`config.mk`:
```
export PLATFORM = sky130hd
export DESIGN_NAME = masked_byte_pattern_search
export DESIGN_NICKNAME = d
export VERILOG_FILES = /design/src/hdl/mbps_pkg.sv /design/src/hdl/masked_byte_pattern_search.sv /design/src/hdl/mbps_cfg_regs.sv /design/src/hdl/mbps_scan_core.sv
export SDC_FILE = /design/constraint.sdc
export NUM_CORES = 1
export LEC_CHECK = 0
export ABC_AREA = 1
export CELL_PAD_IN_SITES_DETAIL_PLACEMENT = 0
export CELL_PAD_IN_SITES_GLOBAL_PLACEMENT = 2
export CORE_UTILIZATION = 38
export DETAILED_ROUTE_END_ITERATION = 12
export DONT_BUFFER_PORTS = 1
export PLACE_DENSITY_LB_ADDON = 0.1
export SYNTH_ARGS = -nofsm -noshare
export SYNTH_HDL_FRONTEND = slang
export SYNTH_HIERARCHICAL = 1
export SYNTH_SLANG_ARGS = --single-unit
```
`constraint.sdc`:
```
create_clock -name clk -period 18.1 [get_ports clk]
set_input_delay 2.715 -clock clk [delete_from_list [all_inputs] [get_ports clk]]
set_output_delay 2.715 -clock clk [all_outputs]
set_load 0.05 [all_outputs]
```
`src/hdl/mbps_pkg.sv`:
```
// shared types and constants for the masked byte pattern search
package mbps_pkg;

  localparam int MAX_PATTERN_BYTES_DEF = 16;
  localparam int OFFSET_BITS_DEF       = 32;
  localparam int SIG_BYTES             = 16;
  localparam int CFG_INDEX_W           = 8;
  localparam int CFG_DATA_W            = 64;
  localparam int CARE_W                = 16;
  localparam int LENGTH_W              = 5;
  localparam int OFFSET_OUT_W          = 32;

  localparam logic [CFG_INDEX_W-1:0] REG_PATTERN_LOW    = CFG_INDEX_W'(0);
  localparam logic [CFG_INDEX_W-1:0] REG_PATTERN_HIGH   = CFG_INDEX_W'(1);
  localparam logic [CFG_INDEX_W-1:0] REG_CARE_MASK      = CFG_INDEX_W'(2);
  localparam logic [CFG_INDEX_W-1:0] REG_PATTERN_LENGTH = CFG_INDEX_W'(3);

  typedef struct packed {
    logic [7:0] data_byte;
    logic       last_byte;
  } in_item_t;

  typedef struct packed {
    logic                    found;
    logic [OFFSET_OUT_W-1:0] match_offset;
  } out_item_t;

  typedef struct packed {
    logic [CFG_DATA_W-1:0] pattern_low;
    logic [CFG_DATA_W-1:0] pattern_high;
    logic [CARE_W-1:0]     care_mask;
    logic [LENGTH_W-1:0]   pattern_length;
  } cfg_t;

endpackage

```
`src/hdl/masked_byte_pattern_search.sv`:
```
// top level of the masked byte pattern search
// result: an accepted byte waits in the input register; a match or the last byte of a
// range puts a result into the result register, which holds it while result_stall is high
// throughput: one byte per cycle while the output is not stalled, set by the combinational window compare
// between the input register and the result register
// reset: synchronous, clears both valid flags, the offset count, the found flag and
// the config to pattern 0, care mask 0, length 1
module masked_byte_pattern_search import mbps_pkg::*; #(
  parameter int MAX_PATTERN_BYTES = MAX_PATTERN_BYTES_DEF,
  parameter int OFFSET_BITS       = OFFSET_BITS_DEF
) (
  input  logic                   clk,
  input  logic                   rst,
  input  logic                   item_valid,
  output logic                   item_stall,
  input  in_item_t               item,
  output logic                   result_valid,
  input  logic                   result_stall,
  output out_item_t              result,
  input  logic                   cfg_valid,
  output logic                   cfg_ready,
  input  logic [CFG_INDEX_W-1:0] cfg_index,
  input  logic [CFG_DATA_W-1:0]  cfg_data
);

  cfg_t      cfg;
  in_item_t  in_reg;
  logic      in_reg_valid;
  logic      out_free;
  logic      advance;
  logic      emit;
  out_item_t core_res;

  mbps_cfg_regs u_cfg (
    .clk       (clk),
    .rst       (rst),
    .cfg_valid (cfg_valid),
    .cfg_ready (cfg_ready),
    .cfg_index (cfg_index),
    .cfg_data  (cfg_data),
    .cfg       (cfg)
  );

  mbps_scan_core #(
    .MAX_PATTERN_BYTES (MAX_PATTERN_BYTES),
    .OFFSET_BITS       (OFFSET_BITS)
  ) u_core (
    .clk     (clk),
    .rst     (rst),
    .advance (advance),
    .item    (in_reg),
    .cfg     (cfg),
    .emit    (emit),
    .res     (core_res)
  );

  assign out_free   = !result_valid || !result_stall;
  assign advance    = in_reg_valid && out_free;
  assign item_stall = in_reg_valid && !out_free;

  always_ff @(posedge clk) begin
    if (rst) begin
      in_reg_valid <= 1'b0;
    end else if (item_valid && !item_stall) begin
      in_reg_valid <= 1'b1;
    end else if (advance) begin
      in_reg_valid <= 1'b0;
    end
  end

  always_ff @(posedge clk) begin
    if (item_valid && !item_stall) begin
      in_reg <= item;
    end
  end

  always_ff @(posedge clk) begin
    if (rst) begin
      result_valid <= 1'b0;
    end else if (emit) begin
      result_valid <= 1'b1;
    end else if (!result_stall) begin
      result_valid <= 1'b0;
    end
  end

  always_ff @(posedge clk) begin
    if (emit) begin
      result <= core_res;
    end
  end

endmodule

```
`src/hdl/mbps_cfg_regs.sv`:
```
// configuration register file for the pattern search
module mbps_cfg_regs import mbps_pkg::*; (
  input  logic                   clk,
  input  logic                   rst,
  input  logic                   cfg_valid,
  output logic                   cfg_ready,
  input  logic [CFG_INDEX_W-1:0] cfg_index,
  input  logic [CFG_DATA_W-1:0]  cfg_data,
  output cfg_t                   cfg
);

  logic wr;

  assign cfg_ready = 1'b1;
  assign wr        = cfg_valid & cfg_ready;

  always_ff @(posedge clk) begin
    if (rst) begin
      cfg.pattern_low    <= '0;
      cfg.pattern_high   <= '0;
      cfg.care_mask      <= '0;
      cfg.pattern_length <= LENGTH_W'(1);
    end else if (wr) begin
      case (cfg_index)
        REG_PATTERN_LOW:    cfg.pattern_low    <= cfg_data;
        REG_PATTERN_HIGH:   cfg.pattern_high   <= cfg_data;
        REG_CARE_MASK:      cfg.care_mask      <= cfg_data[CARE_W-1:0];
        REG_PATTERN_LENGTH: cfg.pattern_length <= cfg_data[LENGTH_W-1:0];
        default: ;
      endcase
    end
  end

endmodule

```
`src/hdl/mbps_scan_core.sv`:
```
// byte window, offset counter and masked window compare
module mbps_scan_core import mbps_pkg::*; #(
  parameter int MAX_PATTERN_BYTES = MAX_PATTERN_BYTES_DEF,
  parameter int OFFSET_BITS       = OFFSET_BITS_DEF
) (
  input  logic      clk,
  input  logic      rst,
  input  logic      advance,
  input  in_item_t  item,
  input  cfg_t      cfg,
  output logic      emit,
  output out_item_t res
);

  localparam int LEN_W   = $clog2(MAX_PATTERN_BYTES + 1);
  localparam int IDX_W   = (MAX_PATTERN_BYTES > 1) ? $clog2(MAX_PATTERN_BYTES) : 1;
  localparam int EXT_W   = (OFFSET_BITS > OFFSET_OUT_W) ? OFFSET_BITS : OFFSET_OUT_W;
  localparam logic [OFFSET_BITS-1:0] COUNT_MAX = '1;

  logic [7:0]             window [MAX_PATTERN_BYTES];
  logic [7:0]             win_next [MAX_PATTERN_BYTES];
  logic [OFFSET_BITS-1:0] bytes_seen;
  logic [OFFSET_BITS-1:0] bytes_seen_next;
  logic                   already_found;
  logic [LEN_W-1:0]       len;
  logic [8*SIG_BYTES-1:0] sig;
  logic [MAX_PATTERN_BYTES-1:0] miss;
  logic                   match;
  logic [OFFSET_BITS-1:0] diff;
  logic [EXT_W-1:0]       diff_ext;

  assign sig = {cfg.pattern_high, cfg.pattern_low};

  always_comb begin
    if (cfg.pattern_length == '0) begin
      len = LEN_W'(1);
    end else if (32'(cfg.pattern_length) > 32'(MAX_PATTERN_BYTES)) begin
      len = LEN_W'(MAX_PATTERN_BYTES);
    end else begin
      len = LEN_W'(cfg.pattern_length);
    end
  end

  // entry 0 is the newest byte
  always_comb begin
    win_next[0] = item.data_byte;
    for (int j = 1; j < MAX_PATTERN_BYTES; j++) begin
      win_next[j] = window[j-1];
    end
  end

  assign bytes_seen_next = (bytes_seen == COUNT_MAX) ? bytes_seen : bytes_seen + 1'b1;

  always_comb begin
    for (int i = 0; i < MAX_PATTERN_BYTES; i++) begin
      logic [IDX_W-1:0] pos;
      pos = IDX_W'(len - LEN_W'(1) - LEN_W'(i));
      miss[i] = (LEN_W'(i) < len) && cfg.care_mask[i] && (win_next[pos] != sig[8*i +: 8]);
    end
  end

  assign match    = (bytes_seen_next >= OFFSET_BITS'(len)) && (miss == '0);
  assign diff     = bytes_seen_next - OFFSET_BITS'(len);
  assign diff_ext = EXT_W'(diff);

  assign emit             = advance && !already_found && (match || item.last_byte);
  assign res.found        = match;
  assign res.match_offset = match ? diff_ext[OFFSET_OUT_W-1:0] : '0;

  always_ff @(posedge clk) begin
    if (advance && !already_found) begin
      for (int j = 0; j < MAX_PATTERN_BYTES; j++) begin
        window[j] <= win_next[j];
      end
    end
  end

  always_ff @(posedge clk) begin
    if (rst) begin
      bytes_seen    <= '0;
      already_found <= 1'b0;
    end else if (advance) begin
      if (item.last_byte) begin
        bytes_seen    <= '0;
        already_found <= 1'b0;
      end else if (!already_found) begin
        bytes_seen    <= bytes_seen_next;
        already_found <= match;
      end
    end
  end

endmodule

```
**After elaboration in Yosys (flattened, before gate mapping)**

Memories as Yosys holds them, arrays and structs flattened.
Cells that the tools add are included.
W data, S select, Z words.

- Register bits after elaboration: 226
- Bits in writable memories: 128
- Input bits: 86
- Output and inout bits: 36
- Logic and storage cells: 218
- Memories: 1

- Add/subtract/negate cells: 18
- $lt $le $gt $ge: 34
- Eq/ne operators: 22
- Muxes and demuxes: 61
- Bitwise logic cells: 16
- Reductions and logical operators: 54

Memory list:

| name | words | bits a word | rd ports | clocked after memory_dff | wr ports | line | text |
|---|---|---|---|---|---|---|---|
| u_core.window | 16 | 8 | 15 | 0 | 16 | mbps_scan_core.sv:20 | `logic [7:0] window [MAX_PATTERN_BYTES];` |

Operators by type and width:

| cell | count |
|---|---|
| $bmux W8 S4 | 16 |
| $mux W8 | 32 |
| $ne A8 B8 Y1 | 16 |
| $mux W32 | 3 |
| $ge A5 B5 Y1 const B | 16 |
| $not A4 Y5 | 16 |
| $lt A4 B5 Y1 const A | 8 |
| $logic_and A1 B1 Y1 | 38 |
| $add A32 B1 Y32 const B | 1 |
| $eq A32 B32 Y1 const B | 1 |
| $ge A32 B5 Y1 | 1 |
| $sub A32 B5 Y32 | 1 |
| $sub A4 B4 Y4 const B | 8 |
| $lt A3 B5 Y1 const A | 4 |
| $eq A8 B2 Y1 const B | 2 |
| $logic_not A16 Y1 | 1 |
| $sub A4 B3 Y4 const B | 4 |
| $lt A1 B5 Y1 const A | 2 |
| $lt A2 B5 Y1 const A | 2 |
| $mux W5 | 2 |
| $reduce_and A2 Y1 | 5 |
| $eq A8 B1 Y1 const B | 1 |
| $logic_not A8 Y1 | 1 |
| $mux W1 | 8 |
| other kinds (9) | 16 |

**Depth between registers and ports, before layout**

- Depth in word-level cells: 16
- Depth in mapped cells: 33
- Mapped depth without buffers: 29

**By module**

Netlist, hierarchy kept.

By module, submodules not included:

| module | instances | cells an instance | area each (um^2) | seq. area each (um^2) |
|---|---|---|---|---|
| mbps_scan_core | 1 | 2984 | 16861.2 | 4264.1 |
| mbps_cfg_regs | 1 | 905 | 6344.8 | 2982.9 |
| masked_byte_pattern_search | 1 | 54 | 1352.5 | 1301.2 |

**Worst setup path before layout**

Ideal clock, no wire load.

- Kind: flip-flop to flip-flop
- Start: reg u_cfg/cfg[4] (netlist name)
- End: reg result[0] (netlist bit), enable pin
- Arrival: 5.548 ns
- Data required time: 17.664 ns
- Slack: 12.116 ns
- Stages on the path, launching flop included: 28
- Buffers on the path: 4
- Clock period less this slack: 5.984 ns
- Path through: dfxtp_1 -> inv_2 -> nand2_1 -> clkbuf_1 -> ha_1 -> inv_1 -> clkbuf_1 -> clkbuf_1 -> ha_1 -> inv_1 -> nand2_1 -> nand3_1 -> nand2_1 -> buf_2 -> nand3_1 -> nand2_1 -> nand2_1 -> nand2_1 -> nand2_1 -> nor2_1 -> nand2_1 -> nand2_1 -> nand2_1 -> nand2_1 -> nand2_1 -> nor2_2 -> nand3_1 -> a21oi_1

- Word-level cells in the longest chain between the ends: 15
- Elaborated cells between the ends (all ways): 153
- Those cells by class: add/sub (16); order compare (18); eq/ne (16); mux (50); bitwise (16); reduce/logical (37)

RTL lines:

| element | line | text |
|---|---|---|
| $gt A5 B5 Y1 | mbps_scan_core.sv:37 | `end else if (32'(cfg.pattern_length) > 32'(MAX_PATTERN_BYTES)) begin` |
| $mux W5 | mbps_scan_core.sv:37 |  |
| $mux W5 * | mbps_scan_core.sv:35 | `if (cfg.pattern_length == '0) begin` |
| $sub A4 B1 Y4 | mbps_scan_core.sv:57 | `pos = IDX_W'(len - LEN_W'(1) - LEN_W'(i));` |
| $sub A4 B1 Y4 (tied with other cells) | mbps_scan_core.sv:57 |  |
| $not A4 Y5 (not written as such) | mbps_scan_core.sv:58 | `miss[i] = (LEN_W'(i) < len) && cfg.care_mask[i] && (win_next[pos] != sig[8*i +: 8]);` |
| $bmux W8 S4 | mbps_scan_core.sv:58 |  |
| $mux W8 (not written as such) (2 in a row) | mbps_scan_core.sv:58 |  |
| $ne A8 B8 Y1 | mbps_scan_core.sv:58 |  |
| $logic_and A1 B1 Y1 | mbps_scan_core.sv:58 |  |
| $logic_not A16 Y1 | mbps_scan_core.sv:62 | `assign match = (bytes_seen_next >= OFFSET_BITS'(len)) && (miss == '0);` |
| $logic_and A1 B1 Y1 * | mbps_scan_core.sv:62 |  |
| $logic_or A1 B1 Y1 * | mbps_scan_core.sv:66 | `assign emit = advance && !already_found && (match \|\| item.last_byte);` |
| $logic_and A1 B1 Y1 * | mbps_scan_core.sv:66 |  |
| via emit | masked_byte_pattern_search.sv:31 | `logic emit;` |
| to (signal assigned) | masked_byte_pattern_search.sv:89 | `result <= core_res;` |
| to (decl) | masked_byte_pattern_search.sv:19 | `output out_item_t result,` |

The timed path passes the listed nets; every way through them passes the cells marked *. The select of a mux whose other input is x is not followed.
A chain may end at the register's enable or synchronous reset.

**Worst setup path after layout**

- Start: reg u_cfg/cfg[2] (netlist name)
- End: reg result[3] (netlist bit), enable pin

- Word-level cells in the longest chain between the ends: 15
- Elaborated cells between the ends (all ways): 153
- Those cells by class: add/sub (16); order compare (18); eq/ne (16); mux (50); bitwise (16); reduce/logical (37)

RTL lines:

| element | line |
|---|---|
| $gt A5 B5 Y1 | mbps_scan_core.sv:37 |
| $mux W5 | mbps_scan_core.sv:37 |
| $mux W5 * | mbps_scan_core.sv:35 |
| $sub A4 B1 Y4 | mbps_scan_core.sv:57 |
| $sub A4 B1 Y4 (tied with other cells) | mbps_scan_core.sv:57 |
| $not A4 Y5 (not written as such) | mbps_scan_core.sv:58 |
| $bmux W8 S4 | mbps_scan_core.sv:58 |
| $mux W8 (not written as such) (2 in a row) | mbps_scan_core.sv:58 |
| $ne A8 B8 Y1 | mbps_scan_core.sv:58 |
| $logic_and A1 B1 Y1 | mbps_scan_core.sv:58 |
| $logic_not A16 Y1 | mbps_scan_core.sv:62 |
| $logic_and A1 B1 Y1 * | mbps_scan_core.sv:62 |
| $logic_or A1 B1 Y1 * | mbps_scan_core.sv:66 |
| $logic_and A1 B1 Y1 * | mbps_scan_core.sv:66 |
| via emit | masked_byte_pattern_search.sv:31 |

Marks and branches as above.

==> summary.md <==
| Metric | Value |
|---|---|
| Total track usage | 0.316 |
| Met1 usage in global routing | 0.432 |
| VDD IR max | about 0.075 mV |
| Internal Pwr Total | 1.48 mW |
| Mapped Nets | 4,045 |
| Placed cell count | ~4.6k |
| Area of the multi-input gates | 0.0138 mm² |
| Full die area | 0.0656 mm² |
| Initial core utilization | 0.387 |
| # Post-CTS Setup Buffers | 0 |
| Met2 GRT Util | 0.492 |
| Max reg flops | approximately 150 |
| Seq pwr share | 0.433 |
| CP endpoint kind | flip-flop |
| Clock transition at the registers of the reported paths | about 60 ps |
| Busiest grt layer | met2 |
| Area grow syn2layout | 7.65% |
| Cts bufs inserted | 45 |
| Port bufs | 0 |
| Initial antenna violation count | 2 |
| RSZ-0062 raised after global routing | no |
| Yosys reg bits | 346 |
| Post-Syn Area | 0.0246 mm² |
| Final #Nets | 3,911 |
| Leak | roughly 12 nW |
| Logic pwr share | 0.101 |
| Hold Violations, Final | 0 |
| Clock sink total | 346 |
| Vias in the first global route | 23.3k |
| Final wirelength | around 110,000 µm |
| Max-slew violations | 0 |
| Synth top area share | 0.231 |
| Worst setup path category | reg2reg |
| Gp weighted congestion | 0.979 |
| Largest net degree at the start of global routing | 115 |
| Clock Power Share | 0.466 |
| Drt first pass iters | 8 |
| DRT iter0 DRCs | 2,725 |
| Most frequent cells in the layout | 1,507 x nand2_1, 822 x nand3_1, 315 x inv_1 |
| CTS H-tree lvls | 2 |
| Clock root buffer | clkbuf_16 |
| Pwr Density | between 70 and 80 mW/mm² |
| Cell accounting for the most synthesized area | nand2_1 |
| Area contributors post-synth | nand2_1 23%, edfxtp_1 20%, nand3_1 17%, dfxtp_1 15%, inv_1 4.9% |
| Sw Ratio | 0.278 |
| Clk_lat worst skew | 590 ps |
| # DRC | 0 |
| Core Area | approximately 0.063 mm² |
| Psw | approximately 570 µW |
| Max clock buf depth | 3 |
| # Max-Cap Violations | 0 |
| Sequential area share after synthesis | 0.348 |
| Fillcell total | ~7k |
| Slew @ Worst Pin | 1230 ps |
| Share of cells above drive strength 1 | 0.0382 |
| IO Count | approximately 120 |
| Final HPWL DP | roughly 80,000 µm |
| Setup TNS | 0 ps |
| Finished Layout Cells | 4,693 |
| Min cycle time layout | 6900 ps |
| Gate Count Post-Synth | roughly 3.9k |
| Biggest register | u_cfg/cfg |
| Die H | 256 µm |
| Maximum clock rate | ~140 MHz |
| Final Cycle Share | 0.381 |
| Largest regs | u_cfg/cfg x149, u_core/window x120, result x33 |
| Status | complete, no violations |
| Setup violations, final | 0 |
| YS warnings | 6 |
| Hold Crit Class | reg2reg |
| WL/cell | about 23 µm |
| Die Width | 256 µm |
| Row Count | between 90 and 100 |
| Synthesized area per cell | 6.23 µm² |
| GR Util met3 | 0.0462 |
| Worst Path Required | 18,300 ps |
| Antenna viol nets, final | 0 |
| Post-DR vias/cell | 5.49 |
| Post-synth cell types | 40 |
| Storage cell area | 0.00855 mm² |
| Via count | 25.8k |
| First-pass GRT wire length | approximately 160,000 µm |
| CP Launch Type | flip-flop |
| Slew headroom | 0.180 |
| Overflow after GRT | 0 |
| Crit path DAT | 7100 ps |
| CTS tree | built |
| Resized Gates After CTS | 0 |
| Commonest non-fill, non-tap cell in the layout | nand2_1 |
| Hold bufs inserted after CTS | 0 |
| Crit Path Max Fanout | 44 |
| Final setup skew | around 18 ps |
[worst paths after layout]
path | from | to | slack (ps) | cells past startpoint
min | u_core/window[0][30]$_DFFE_PP_ | u_core/window[0][38]$_DFFE_PP_ | 450 | 0
max reg2reg | u_cfg/cfg[2]$_SDFFE_PP0P_ | result[3]$_DFFE_PP_ | 11200 | 26
max | u_cfg/cfg[2]$_SDFFE_PP0P_ | result[3]$_DFFE_PP_ | 11200 | 26
min reg2reg | u_core/window[0][30]$_DFFE_PP_ | u_core/window[0][38]$_DFFE_PP_ | 450 | 0
[cells in the mapped netlist (all sizes together)]
cell type and instances:
a21boi 2, a21oi 191, a311oi 2, buf 133, clkbuf 80, clkinv 4
conb 1, dfxtp 184, edfxtp 162, fa 1, ha 15, inv 321
nand2 1521, nand3 824, nand3b 59, nand4 18, nor2 295, nor3 27
nor3b 1, nor4 5, o211ai 2, o21ai 24, or2 1, xnor2 30
xor2 40
[kinds of logic (layout without fill, tap and decap cells)]
| logic type | after synthesis | in the layout | share of synthesized area |
|---|---|---|---|
| other cells | 1 | 4 | 0.000153 |
| xor+xnor | 70 | 70 | 0.0260 |
| simple gates | 2751 | 2751 | 0.478 |
| compound gates | 221 | 221 | 0.0464 |
| fa+ha+maj | 16 | 16 | 0.00846 |
| flops | 346 | 346 | 0.348 |
| buf+inv | 538 | 439 | 0.0926 |
[power by group through the flow]
stage | registers [mW] | logic [mW] | clock network [mW]
floorplan | 0.894 | 0.143 | 0
global placement | 0.901 | 0.205 | 0
detailed placement | 0.901 | 0.205 | 0
CTS | 0.885 | 0.206 | 0.972
global route | 0.887 | 0.230 | 1.00
finish | 0.885 | 0.207 | 0.953
[cell type report]
cell class | instances | area share
well taps | 846 | 0.0400
clock inverters | 15 | 0.00634
multi-input cells | 3059 | 0.522
diodes | 3 | 0.000284
inverters | 325 | 0.0463
flip-flops and latches | 346 | 0.323
repair buffers | 32 | 0.00909
clock buffers | 67 | 0.0527
[metal layers]
metal  share of wire  vias to the layer above
li1                -                    12507
met1            0.44                    12126
met2            0.44                      979
met3           0.071                      151
met4           0.050                        0
met5               0                        -
[worst max-delay path, cell delays in order (launching register included)]
cell	delay [ps]
dfxtp_1	350
nor2_1	190
nand2_2	110
nand2_2	130
nand2_4	310
ha_2	790
inv_2	370
ha_1	340
inv_1	160
nand2_1	170
inv_1	110
nand2_1	70
nand2_2	410
nand2_1	150
nand2_1	80
nand2_1	50
nand2_1	120
nand2_1	60
nor2_1	250
nand2_1	270
nand2_1	110
nand2_1	50
nor2_1	320
nand2_1	120
nor2_2	170
nand3_1	180
a21oi_4	960
[per-stage QoR]
stage / power (mW) / utilization / cell area [µm²] / worst slack (ps) / hold WS, ps
after floorplan: 1.04 / - / 24600 / 12120 / 426
after global placement: 1.11 / 0.392 / 24900 / 11330 / 429
after detailed placement: 1.11 / 0.392 / 24900 / 11180 / 435
after CTS: 2.06 / 0.417 / 26400 / 11180 / 450
after global routing: 2.12 / 0.417 / 26400 / 10720 / 459
final: 2.04 / 0.417 / 26400 / 11200 / 450
(Power assumes the default switching activity.)
